File: config.mk
export PLATFORM = sky130hd
export DESIGN_NAME = q15_softmax_vector_top
export DESIGN_NICKNAME = d
export VERILOG_FILES = /design/src/rtl/smx_pkg.sv /design/src/rtl/smx_div.sv /design/src/rtl/smx_dp.sv /design/src/rtl/smx_ctrl.sv /design/src/rtl/q15_softmax_vector_top.sv
export SDC_FILE = /design/constraint.sdc
export NUM_CORES = 1
export LEC_CHECK = 0
export BUFFER_PORTS_ARGS = -buffer_cell sky130_fd_sc_hd__clkbuf_2
export CAP_MARGIN = 20
export CORE_ASPECT_RATIO = 1.2
export CORE_MARGIN = 4
export CORE_UTILIZATION = 65
export CTS_BUF_LIST = sky130_fd_sc_hd__clkbuf_8
export DETAILED_ROUTE_END_ITERATION = 10
export MAX_ROUTING_LAYER = met4
export PLACE_DENSITY = 0.8
export SLEW_MARGIN = 0
export SYNTH_ARGS = -nofsm -noshare
export SYNTH_HDL_FRONTEND = slang
export SYNTH_SLANG_ARGS = --single-unit
File: constraint.sdc
create_clock -name i_clk -period 11 [get_ports i_clk]
set_input_delay 2.75 -clock i_clk [delete_from_list [all_inputs] [get_ports i_clk]]
set_output_delay 2.75 -clock i_clk [all_outputs]
set_load 0.02 [all_outputs]
File: src/rtl/smx_pkg.sv
package smx_pkg;

    localparam int MAX_LEN     = 16;
    localparam int CNT_W       = $clog2(MAX_LEN + 1);
    localparam int IDX_W       = (MAX_LEN > 1) ? $clog2(MAX_LEN) : 1;
    localparam int SAMPLE_W    = 16;
    localparam int PROB_W      = 15;
    localparam int EXP_W       = 18;
    localparam int SUM_W       = 22;
    localparam int FRAC_BITS   = 46;
    localparam int OUT_SHIFT   = 30;
    localparam int TERM_W      = 47;
    localparam int ACC_W       = 48;
    localparam int PROD_W      = 63;
    localparam int K_W         = 6;
    localparam int TERM_LIMIT  = 40;
    localparam int DIV_CNT_W   = 6;
    localparam int MUL_CNT_W   = 5;

    typedef enum logic [3:0] {
        ST_IDLE,
        ST_MUL_GO,
        ST_MUL,
        ST_DIV,
        ST_ACC,
        ST_STORE,
        ST_OUT_RD,
        ST_OUT_GO,
        ST_OUT_DIV,
        ST_OUT_EMIT
    } t_state;

    typedef struct packed {
        logic load;
        logic mul_start;
        logic div_exp;
        logic acc_upd;
        logic store;
        logic out_init;
        logic rd;
        logic div_out;
        logic emit;
    } t_cmd;

    typedef struct packed {
        logic room;
        logic last;
        logic mul_done;
        logic div_done;
        logic q_zero;
        logic k_last;
        logic out_last;
    } t_stat;

endpackage

File: src/rtl/smx_div.sv
module smx_div (
    input  logic                            i_clk,
    input  logic                            i_rst_n,
    input  logic                            i_start,
    input  logic [smx_pkg::PROD_W-1:0]      i_dividend,
    input  logic [smx_pkg::SUM_W-1:0]       i_divisor,
    output logic                            o_done,
    output logic [smx_pkg::PROD_W-1:0]      o_quot
);

    logic [smx_pkg::PROD_W-1:0]    r_q, n_q;
    logic [smx_pkg::SUM_W-1:0]     r_rem, n_rem;
    logic [smx_pkg::SUM_W-1:0]     r_dvs;
    logic [smx_pkg::DIV_CNT_W-1:0] r_cnt, n_cnt;
    logic                          r_busy, n_busy;
    logic                          r_done, n_done;
    logic [smx_pkg::SUM_W:0]       trial;
    logic [smx_pkg::SUM_W:0]       diff;

    always_comb begin
        trial  = {r_rem, r_q[smx_pkg::PROD_W-1]};
        diff   = trial - {1'b0, r_dvs};
        n_q    = r_q;
        n_rem  = r_rem;
        n_cnt  = r_cnt;
        n_busy = r_busy;
        n_done = 1'b0;
        if (i_start) begin
            n_q    = i_dividend;
            n_rem  = '0;
            n_cnt  = smx_pkg::DIV_CNT_W'(smx_pkg::PROD_W);
            n_busy = 1'b1;
        end else if (r_busy) begin
            if (trial >= {1'b0, r_dvs}) begin
                n_rem = diff[smx_pkg::SUM_W-1:0];
                n_q   = {r_q[smx_pkg::PROD_W-2:0], 1'b1};
            end else begin
                n_rem = trial[smx_pkg::SUM_W-1:0];
                n_q   = {r_q[smx_pkg::PROD_W-2:0], 1'b0};
            end
            n_cnt = r_cnt - 1'b1;
            if (r_cnt == smx_pkg::DIV_CNT_W'(1)) begin
                n_busy = 1'b0;
                n_done = 1'b1;
            end
        end
    end

    always_ff @(posedge i_clk) begin
        if (!i_rst_n) begin
            r_busy <= 1'b0;
            r_done <= 1'b0;
            r_cnt  <= '0;
        end else begin
            r_busy <= n_busy;
            r_done <= n_done;
            r_cnt  <= n_cnt;
        end
        r_q   <= n_q;
        r_rem <= n_rem;
        if (i_start) begin
            r_dvs <= i_divisor;
        end
    end

    assign o_done = r_done;
    assign o_quot = r_q;

endmodule

File: src/rtl/smx_dp.sv
module smx_dp (
    input  logic                              i_clk,
    input  logic                              i_rst_n,
    input  smx_pkg::t_cmd                     i_cmd,
    input  logic signed [smx_pkg::SAMPLE_W-1:0] i_sample,
    input  logic                              i_last_in,
    output smx_pkg::t_stat                    o_stat,
    output logic                              o_valid,
    output logic [smx_pkg::PROB_W-1:0]        o_prob,
    output logic                              o_last_out
);

    logic [smx_pkg::EXP_W-1:0]    mem [smx_pkg::MAX_LEN];
    logic [smx_pkg::TERM_W-1:0]   r_term;
    logic [smx_pkg::ACC_W-1:0]    r_acc;
    logic [smx_pkg::K_W-1:0]      r_k;
    logic                         r_neg;
    logic                         r_last;
    logic [smx_pkg::SAMPLE_W-1:0] r_mag;
    logic [smx_pkg::PROD_W-1:0]   r_prod;
    logic [smx_pkg::SAMPLE_W-1:0] r_mplier;
    logic [smx_pkg::MUL_CNT_W-1:0] r_mcnt;
    logic                         r_mbusy;
    logic                         r_mdone;
    logic [smx_pkg::CNT_W-1:0]    r_count;
    logic [smx_pkg::SUM_W-1:0]    r_sum;
    logic [smx_pkg::CNT_W-1:0]    r_idx;
    logic [smx_pkg::EXP_W-1:0]    r_rd;
    logic                         r_valid;
    logic [smx_pkg::PROB_W-1:0]   r_prob;
    logic                         r_lastout;

    logic [smx_pkg::SAMPLE_W-1:0] raw;
    logic [smx_pkg::SAMPLE_W-1:0] mag;
    logic [20:0]                  kdiv;
    logic [32:0]                  scaled;
    logic                         div_start;
    logic [smx_pkg::PROD_W-1:0]   div_dend;
    logic [smx_pkg::SUM_W-1:0]    div_dvs;
    logic                         div_done;
    logic [smx_pkg::PROD_W-1:0]   quot;
    logic [smx_pkg::TERM_W-1:0]   q_term;
    logic [smx_pkg::EXP_W-1:0]    e_new;
    logic                         out_last;

    assign raw    = i_sample;
    assign mag    = raw[smx_pkg::SAMPLE_W-1] ? (~raw + 1'b1) : raw;
    assign kdiv   = {r_k, 15'd0} - {15'd0, r_k};
    assign scaled = {r_rd, 15'd0} - {15'd0, r_rd};
    assign q_term = quot[smx_pkg::TERM_W-1:0];
    assign e_new  = r_acc[smx_pkg::OUT_SHIFT +: smx_pkg::EXP_W];
    assign out_last = (r_idx + 1'b1) == r_count;

    assign div_start = i_cmd.div_exp | i_cmd.div_out;
    assign div_dend  = i_cmd.div_exp ? r_prod
                                     : {{(smx_pkg::PROD_W-33){1'b0}}, scaled};
    assign div_dvs   = i_cmd.div_exp ? {1'b0, kdiv} : r_sum;

    smx_div u_div (
        .i_clk      (i_clk),
        .i_rst_n    (i_rst_n),
        .i_start    (div_start),
        .i_dividend (div_dend),
        .i_divisor  (div_dvs),
        .o_done     (div_done),
        .o_quot     (quot)
    );

    always_ff @(posedge i_clk) begin
        if (!i_rst_n) begin
            r_count   <= '0;
            r_sum     <= '0;
            r_idx     <= '0;
            r_mbusy   <= 1'b0;
            r_mdone   <= 1'b0;
            r_mcnt    <= '0;
            r_valid   <= 1'b0;
            r_k       <= '0;
        end else begin
            r_mdone <= r_mbusy && (r_mcnt == smx_pkg::MUL_CNT_W'(1));
            r_valid <= i_cmd.emit;
            if (i_cmd.load) begin
                r_k <= smx_pkg::K_W'(1);
            end
            if (i_cmd.mul_start) begin
                r_mbusy <= 1'b1;
                r_mcnt  <= smx_pkg::MUL_CNT_W'(smx_pkg::SAMPLE_W);
            end else if (r_mbusy) begin
                r_mcnt <= r_mcnt - 1'b1;
                if (r_mcnt == smx_pkg::MUL_CNT_W'(1)) begin
                    r_mbusy <= 1'b0;
                end
            end
            if (i_cmd.acc_upd) begin
                r_k <= r_k + 1'b1;
            end
            if (i_cmd.store) begin
                r_sum   <= r_sum + {{(smx_pkg::SUM_W-smx_pkg::EXP_W){1'b0}}, e_new};
                r_count <= r_count + 1'b1;
            end
            if (i_cmd.out_init) begin
                r_idx <= '0;
            end
            if (i_cmd.emit) begin
                r_idx   <= r_idx + 1'b1;
                if (out_last) begin
                    r_count <= '0;
                    r_sum   <= '0;
                end
            end
        end
        if (i_cmd.load) begin
            r_neg  <= raw[smx_pkg::SAMPLE_W-1];
            r_mag  <= mag;
            r_last <= i_last_in;
            r_term <= smx_pkg::TERM_W'(1) << smx_pkg::FRAC_BITS;
            r_acc  <= smx_pkg::ACC_W'(1) << smx_pkg::FRAC_BITS;
        end
        if (i_cmd.mul_start) begin
            r_prod   <= '0;
            r_mplier <= r_mag;
        end else if (r_mbusy) begin
            r_prod   <= {r_prod[smx_pkg::PROD_W-2:0], 1'b0}
                      + (r_mplier[smx_pkg::SAMPLE_W-1]
                         ? {{(smx_pkg::PROD_W-smx_pkg::TERM_W){1'b0}}, r_term}
                         : '0);
            r_mplier <= {r_mplier[smx_pkg::SAMPLE_W-2:0], 1'b0};
        end
        if (i_cmd.acc_upd) begin
            r_term <= q_term;
            if (r_neg && r_k[0]) begin
                r_acc <= r_acc - {1'b0, q_term};
            end else begin
                r_acc <= r_acc + {1'b0, q_term};
            end
        end
        if (i_cmd.store) begin
            mem[r_count[smx_pkg::IDX_W-1:0]] <= e_new;
        end
        if (i_cmd.rd) begin
            r_rd <= mem[r_idx[smx_pkg::IDX_W-1:0]];
        end
        if (i_cmd.emit) begin
            r_prob    <= quot[smx_pkg::PROB_W-1:0];
            r_lastout <= out_last;
        end
    end

    always_comb begin
        o_stat.room     = r_count < smx_pkg::CNT_W'(smx_pkg::MAX_LEN);
        o_stat.last     = r_last;
        o_stat.mul_done = r_mdone;
        o_stat.div_done = div_done;
        o_stat.q_zero   = quot == '0;
        o_stat.k_last   = r_k == smx_pkg::K_W'(smx_pkg::TERM_LIMIT);
        o_stat.out_last = out_last;
    end

    assign o_valid    = r_valid;
    assign o_prob     = r_prob;
    assign o_last_out = r_lastout;

endmodule

File: src/rtl/smx_ctrl.sv
module smx_ctrl (
    input  logic           i_clk,
    input  logic           i_rst_n,
    input  logic           i_start,
    input  logic           i_last_in,
    input  smx_pkg::t_stat i_stat,
    output smx_pkg::t_cmd  o_cmd,
    output logic           o_busy
);

    smx_pkg::t_state r_state, n_state;

    always_ff @(posedge i_clk) begin
        if (!i_rst_n) begin
            r_state <= smx_pkg::ST_IDLE;
        end else begin
            r_state <= n_state;
        end
    end

    always_comb begin
        n_state = r_state;
        o_cmd   = '0;
        o_busy  = r_state != smx_pkg::ST_IDLE;
        unique case (r_state)
            smx_pkg::ST_IDLE: begin
                if (i_start) begin
                    if (i_stat.room) begin
                        o_cmd.load = 1'b1;
                        n_state    = smx_pkg::ST_MUL_GO;
                    end else if (i_last_in) begin
                        o_cmd.out_init = 1'b1;
                        n_state        = smx_pkg::ST_OUT_RD;
                    end
                end
            end
            smx_pkg::ST_MUL_GO: begin
                o_cmd.mul_start = 1'b1;
                n_state         = smx_pkg::ST_MUL;
            end
            smx_pkg::ST_MUL: begin
                if (i_stat.mul_done) begin
                    o_cmd.div_exp = 1'b1;
                    n_state       = smx_pkg::ST_DIV;
                end
            end
            smx_pkg::ST_DIV: begin
                if (i_stat.div_done) begin
                    n_state = smx_pkg::ST_ACC;
                end
            end
            smx_pkg::ST_ACC: begin
                o_cmd.acc_upd = !i_stat.q_zero;
                if (i_stat.q_zero || i_stat.k_last) begin
                    n_state = smx_pkg::ST_STORE;
                end else begin
                    n_state = smx_pkg::ST_MUL_GO;
                end
            end
            smx_pkg::ST_STORE: begin
                o_cmd.store = 1'b1;
                if (i_stat.last) begin
                    o_cmd.out_init = 1'b1;
                    n_state        = smx_pkg::ST_OUT_RD;
                end else begin
                    n_state = smx_pkg::ST_IDLE;
                end
            end
            smx_pkg::ST_OUT_RD: begin
                o_cmd.rd = 1'b1;
                n_state  = smx_pkg::ST_OUT_GO;
            end
            smx_pkg::ST_OUT_GO: begin
                o_cmd.div_out = 1'b1;
                n_state       = smx_pkg::ST_OUT_DIV;
            end
            smx_pkg::ST_OUT_DIV: begin
                if (i_stat.div_done) begin
                    n_state = smx_pkg::ST_OUT_EMIT;
                end
            end
            smx_pkg::ST_OUT_EMIT: begin
                o_cmd.emit = 1'b1;
                if (i_stat.out_last) begin
                    n_state = smx_pkg::ST_IDLE;
                end else begin
                    n_state = smx_pkg::ST_OUT_RD;
                end
            end
            default: begin
                n_state = smx_pkg::ST_IDLE;
            end
        endcase
    end

endmodule

File: src/rtl/q15_softmax_vector_top.sv
// channel  | signals                                   | handshake
// ---------+-------------------------------------------+------------------------------
// input    | i_sample[15:0] signed, i_last_in          | taken when start && !busy
// result   | o_prob[14:0], o_last_out                  | o_valid for one cycle
//
// Each sample runs a Taylor exponent on one shift-add multiplier and one radix-2
// divider per term, 1 to 17 terms over the Q15 range; busy stays high until the
// exponent is stored, and after a last word until every result is emitted.
// Each result takes one divider pass plus read and emit.
// Synchronous active-low reset clears control; the receiver cannot stall.
module q15_softmax_vector_top (
    input  logic                                i_clk,
    input  logic                                i_rst_n,
    input  logic                                start,
    output logic                                busy,
    input  logic signed [smx_pkg::SAMPLE_W-1:0] i_sample,
    input  logic                                i_last_in,
    output logic                                o_valid,
    output logic [smx_pkg::PROB_W-1:0]          o_prob,
    output logic                                o_last_out
);

    smx_pkg::t_cmd  cmd;
    smx_pkg::t_stat stat;

    smx_ctrl u_ctrl (
        .i_clk     (i_clk),
        .i_rst_n   (i_rst_n),
        .i_start   (start),
        .i_last_in (i_last_in),
        .i_stat    (stat),
        .o_cmd     (cmd),
        .o_busy    (busy)
    );

    smx_dp u_dp (
        .i_clk      (i_clk),
        .i_rst_n    (i_rst_n),
        .i_cmd      (cmd),
        .i_sample   (i_sample),
        .i_last_in  (i_last_in),
        .o_stat     (stat),
        .o_valid    (o_valid),
        .o_prob     (o_prob),
        .o_last_out (o_last_out)
    );

endmodule

Word level (Yosys, flattened, before mapping)
Memory sizes are Yosys's and may differ from the RTL's. A register that Yosys moved wholly into a read port is not among the register bits.
Cells that the tools add are included.
{"block": "word_totals", "elab_cells": 143, "ff_bits": 373, "output_inout_bits": 18, "mem_count": 1, "inputBits": 20, "ramBits": 288}
{"name": "u_dp.mem", "depth": 16, "width": 18, "read_ports": 1, "rd_clocked_by_memory_dff": 1, "wr": 1, "line": "smx_dp.sv:13", "rtl": "logic [smx_pkg::EXP_W-1:0] mem [smx_pkg::MAX_LEN];"}
{"block": "classes", "reduce_logical": 14, "n_eq_ne": 18, "mux": 64, "n_bitwise": 4, "order_cmp": 2, "addsub": 13}
{"operator": "63-bit two-way mux", "n": 3}
{"operator": "48-bit two-way mux", "n": 3}
{"operator": "47-bit two-way mux", "n": 3}
{"operator": "22-bit two-way mux", "n": 4}
{"operator": "63-bit adder", "n": 1}
{"operator": "63-bit logical NOT", "n": 1}
{"operator": "48-bit by 47-bit adder with 48-bit output", "n": 1}
{"operator": "48-bit by 47-bit subtractor with 48-bit output", "n": 1}
{"operator": "4-bit one-hot mux with 10 select lines", "n": 1}
{"operator": "5-bit two-way mux", "n": 7}
{"operator": "33-bit by 18-bit subtractor with 33-bit output", "n": 1}
{"operator": "16-bit two-way mux", "n": 2}
{"operator": "1-bit two-way mux", "n": 25}
{"operator": "4-bit two-way mux", "n": 6}
{"operator": "6-bit two-way mux", "n": 4}
{"operator": "23-bit by 22-bit >= comparator with 1-bit output", "n": 1}
{"operator": "22-bit by 18-bit adder with 22-bit output", "n": 1}
{"operator": "22-bit subtractor", "n": 1}
{"operator": "21-bit two-way mux", "n": 1}
{"operator": "21-bit by 6-bit subtractor with 21-bit output", "n": 1}
{"operator": "16-bit by 1-bit adder with 16-bit output, second input constant", "n": 1}
{"operator": "4-bit by 3-bit == test with 1-bit output, second input constant", "n": 4}
{"operator": "16-bit inverter", "n": 1}
{"operator": "15-bit two-way mux", "n": 1}
{"operator": "other kinds (28)", "n": 40}

Depth between registers and ports, before layout
{"block": "depth", "ltp_word": 6, "ltp_mapped": 19, "ltp_nobuf": 19}

Cells and area by module
Synthesis repeated with hierarchy kept, for this count alone.
{"block": "unflattened", "hier_cells": 3235, "area_unflattened_um2": 36899.1}
{"mod": "smx_dp", "n_inst": 1, "cells_per_inst": 2630, "area_per_inst_um2": 30310.3}
{"mod": "smx_div", "n_inst": 1, "cells_per_inst": 543, "area_per_inst_um2": 6125.9}
{"mod": "smx_ctrl", "n_inst": 1, "cells_per_inst": 62, "area_per_inst_um2": 462.9}

Least setup slack after synthesis
No wires, ideal clock.
{"block": "synth_timing", "path_type": "input port to flip-flop", "from": "input port start", "to": "register u_dp.r_k[2] (netlist bit)", "arrival_ns": 5.505, "path_slack_ns": 5.379, "stages": 4, "cell_sequence": "nand4b_1 -> nand2_1 -> o211ai_1 -> and3b_1"}
{"block": "synth_via", "elab_chain_len": 3}
{"item": "start: declaration", "line": "q15_softmax_vector_top.sv:14", "rtl": "input logic start,"}
{"item": "1-bit two-way mux", "line": "smx_ctrl.sv:27", "rtl": "if (i_start) begin"}
{"item": "1-bit two-way mux", "line": "smx_ctrl.sv:25", "rtl": "unique case (r_state)"}
{"item": "2-bit nonzero test (no line)"}
{"item": "end signal: assignment", "line": "smx_dp.sv:83", "rtl": "r_k <= smx_pkg::K_W'(1);"}
{"item": "end signal: assignment", "line": "smx_dp.sv:95", "rtl": "r_k <= r_k + 1'b1;"}
{"item": "end: declaration", "line": "smx_dp.sv:16", "rtl": "logic [smx_pkg::K_W-1:0] r_k;"}
Every way passes these cells.
A chain may end at the register's enable or synchronous reset.

Final worst setup path
{"block": "layout_timing", "from": "register u_dp.u_div.r_q, in the netlist u_dp.u_div.o_quot[11]", "to": "register u_dp.r_acc[40] (netlist bit), data pin"}
{"block": "layout_via", "elab_chain_len": 4, "elab_cells_between_ends": 7}
{"item": "start: declaration", "line": "smx_div.sv:11", "rtl": "logic [smx_pkg::PROD_W-1:0] r_q, n_q;"}
{"item": "start signal: assignment", "line": "smx_div.sv:59", "rtl": "r_q <= n_q;"}
{"item": "branches (longest 3 deep; another with 48-bit by 47-bit adder with 48-bit output)"}
{"item": "48-bit two-way mux (*)", "line": "smx_dp.sv:129", "rtl": "if (i_cmd.acc_upd) begin"}
{"item": "end signal: assignment", "line": "smx_dp.sv:117", "rtl": "r_acc <= smx_pkg::ACC_W'(1) << smx_pkg::FRAC_BITS;"}
{"item": "end signal: assignment", "line": "smx_dp.sv:132", "rtl": "r_acc <= r_acc - {1'b0, q_term};"}
{"item": "end signal: assignment", "line": "smx_dp.sv:134", "rtl": "r_acc <= r_acc + {1'b0, q_term};"}
{"item": "end: declaration", "line": "smx_dp.sv:15", "rtl": "logic [smx_pkg::ACC_W-1:0] r_acc;"}
Every way passes the cells marked *.

==> flow_metrics.py <==
metrics = {
    "power": {
        "power.clock.fraction_pct": 32.5,
        "p_comb_share_pct": 20.6,
        "p_per_area_nw_per_um2": 175,
        "ir_drop_v": 0.000155,
        "p_seq_share_pct": 46.9,
        "p_sw_share_pct": 31.0,
        "leakagePower_nw": 14.6,
        "power_switching_mw": 2.12,
        "cell_internal_pwr_mw": 4.71,
    },
    "detailed_routing": {
        "drtIter0Drc": 2377,
        "dr.pass1.iters": 5,
        "vias": 25433,
        "routed_wl_um": 89200,
        "ant_nets": 0,
        "via_per_inst": 6.42,
        "post_drt_wl_per_cell_um": 22.5,
        "drcViolationCount": 0,
    },
    "min_path": {
        "hold_path.startpoint": "u_dp.r_sum[11]$_SDFF_PN0_",
        "hp-class": "reg2reg",
        "worstHoldEndpoint": "u_dp.r_sum[11]$_SDFF_PN0_",
        "min_path_cells": 2,
    },
    "die": {
        "core_area_um2": 54700,
        "io_pins": 38,
        "die_x_um": 222,
        "die_y_um": 265,
        "dieArea_um2": 59000,
        "start_util_pct": 65.5,
        "rows": 94,
    },
    "global_route": {
        "antenna_found_initial": 5,
        "grt-ovfl-total": 0,
        "grt_max_degree": 87,
        "use_met3_pct": 4.19,
        "first_global_vias": 25241,
        "use_met1_pct": 39.2,
        "grt.busiest_layer": "met2",
        "grt_pass1_wl_um": 140000,
        "grtUsageTotal_pct": 30.8,
        "met2_usage_pct": 50.7,
    },
    "timing": {
        "max_freq_mhz": 185,
        "finClkSkew_ps": 56.1,
        "rsz0062_at_grt": "no",
        "fin_crit_sh_pct": 49.1,
        "finalHoldViolCount": 0,
        "setup_viol": 0,
        "tightest_slew_ps": 1080,
        "max_slew_margin_pct": 27.7,
        "fin_crit_ps": 5410,
        "timing.setup.tns_ps": 0,
        "drv_slew": 0,
    },
    "synth": {
        "synth_compound_area_share_pct": 13.4,
        "seq_area_frac_synth_pct": 52.9,
        "synth-edff-count": 536,
        "syn_area_um2": 35800,
        "yosys_warnings": 0,
        "yosys_register_bits": 679,
        "synthCells": 3136,
        "synthSimpleGateAreaFrac_pct": 12.6,
        "ys_types": 88,
        "synthXorXnorAreaFrac_pct": 5.77,
        "synth_top_family_by_area": "compound AO/OA/AOI/OAI gates",
        "muxShareOfSynthArea_pct": 7.00,
        "async_flop_share_pct": 0,
        "syn_nets": 3312,
        "syn_area_per_cell_um2": 11.4,
        "synthFlopType": "edfxtp_1",
        "synthAdderAreaFrac_pct": 5.53,
    },
    "cells_and_area": {
        "syn2layout_area_growth_pct": 8.59,
        "mostFrequentLayoutCell": "edfxtp_1",
        "nets": 3322,
        "drive_gt1_share_pct": 11.7,
        "fin_area_um2": 38900,
        "layout_common_cells": "edfxtp_1, nand2_1, nor2_1",
    },
    "clocking": {
        "clock_path_buffers": 3,
        "cts_max_level": 3,
        "worstSkewPairLatency_ps": 750,
        "cts.sinks": 679,
        "cts-root-buf": "clkbuf_8",
        "post_cts_buffers": 0,
        "cts_resized": 0,
        "cts_buffers": 103,
        "path_clk_slew_ps": 70,
        "postCtsHoldBufs": 0,
        "cts_tree": "yes",
    },
    "placement": {
        "port_buffers": 37,
        "place_area_um2": 36600,
        "gp_congestion": 0.987,
        "hpwl_um": 61500,
    },
    "critical_path": {
        "cp.required_ps": 11450,
        "r2r_end": "u_dp.r_acc[40]$_SDFFCE_PN0P_",
        "arrival_ps": 5860,
        "ff2ff_setup_slack_ps": 5590,
        "cp-end-kind": "flop",
        "worstSetupPathType": "reg2reg",
        "start_kind": "flop",
        "critPathLaunch": "u_dp.u_div.o_quot[11]$_DFFE_PP_",
        "r2r_start": "u_dp.u_div.o_quot[11]$_DFFE_PP_",
        "worstRegToRegCells": 16,
        "cp_max_fo": 7,
    },
    "job": {
        "timing.max_cap.violations": 0,
    },
    "status": {
        "outcome": "complete, no violations",
    },
}
==> state kept, by name, summed over array words and instances, names as in the netlist, 15 cells and up <==
| signal | cells |
|---|---|
| u_dp.r_sum | 22 |
| u_dp.mem | 288 |
| u_dp.r_acc | 48 |
| u_dp.u_div.r_dvs | 22 |
| u_dp.r_term | 47 |
| u_dp.u_div.o_quot | 63 |
| u_dp.r_prod | 63 |
| u_dp.r_mplier | 16 |
| u_dp.r_rd | 18 |
| u_dp.u_div.r_rem | 22 |
| u_dp.r_mag | 16 |
| u_dp.o_prob | 15 |
==> critical path: stages, from the launching register on <==
cell and delay (ps):
edfxtp_1 500, or4_4 590, or4_1 500, o31ai_1 610, o21ai_0 250, xnor2_1 190
ha_1 370, nand4_1 150, nor4_1 400, a21oi_1 120, o211ai_1 110, a41oi_1 130
o31a_1 400, o21ai_1 350, a41oi_1 200, xor2_1 170, nor2_1 60
==> cells in the mapped netlist (37+ instances only) <==
cell type / count / area share (%)
inv_1: 87 / 0.91
nand3_1: 56 / 0.78
xor2_1: 98 / 2.4
o21ai_0: 175 / 2.4
edfxtp_1: 536 / 45
nand2_1: 251 / 2.6
and2_1: 68 / 1.2
dfxtp_1: 143 / 8.0
mux4_2: 90 / 5.7
a21oi_1: 197 / 2.8
ha_1: 152 / 5.3
nor3_1: 53 / 0.74
xnor2_1: 138 / 3.4
a21o_1: 77 / 1.6
nor2_1: 232 / 2.4
nand4_1: 37 / 0.65
and3_1: 67 / 1.2
clkbuf_1: 153 / 1.6
mux2i_1: 47 / 1.3
==> power by group through the flow <==
| stage | Clock [mW] | Sequential [mW] | Combinational, mW |
|---|---|---|---|
| 4_1_cts | 2.26 | 3.20 | 1.39 |
| 2_1_floorplan | 0 | 3.14 | 1.12 |
| 6_report | 2.22 | 3.20 | 1.41 |
| 5_1_grt | 2.38 | 3.22 | 1.57 |
| 3_3_place_gp | 0 | 3.24 | 1.35 |
| 3_5_place_dp | 0 | 3.25 | 1.38 |
==> per-stage QoR <==
step                instances  hold slack, ps  setup WS, ps  utilization [%]  total power, mW
global placement         3757             463          5830             66.9             4.59
global route             3962             494          5230             71.1             7.17
detailed placement       3757             475          5710             66.9             4.62
floorplan                3136             442          5380                -             4.26
CTS                      3953             484          5640             71.0             6.84
finish                   3964             480          5590             71.1             6.83
==> logic make-up after synthesis <==
logic type / count (synthesis)
simple gates: 917
buf+inv: 261
fa+ha+maj: 156
mux: 138
flops: 679
compound gates: 749
xor+xnor: 236
==> worst max path at each step <==
stage	endpoint	slack, ps
after floorplan	u_dp.r_k[2]$_SDFFE_PN0P_	5380
after global placement	u_dp.r_acc[40]$_SDFFCE_PN0P_	5830
after detailed placement	u_dp.r_acc[40]$_SDFFCE_PN0P_	5710
after CTS	u_dp.r_acc[40]$_SDFFCE_PN0P_	5640
after global routing	u_dp.r_acc[40]$_SDFFCE_PN0P_	5230
final	u_dp.r_acc[40]$_SDFFCE_PN0P_	5590
==> metal layers <==
metal / vias to the layer above / wire, um
li1: 11767 / -
met1: 12366 / 35800
met2: 1087 / 44300
met3: 213 / 5990
met4: 0 / 3020
met5: - / 0
==> cell type report <==
type                       count  area, um^2
sequential                   679       19000
multi-input combinational   2196       15900
fill                        3785       15800
clock buffer                 111        1530
tap                          720         901
clock inverter                85         689
timing repair buffer          78         532
inverter                      88         330
antenna                        7        17.5
No activity file was read; power rests on OpenSTA's default activity.
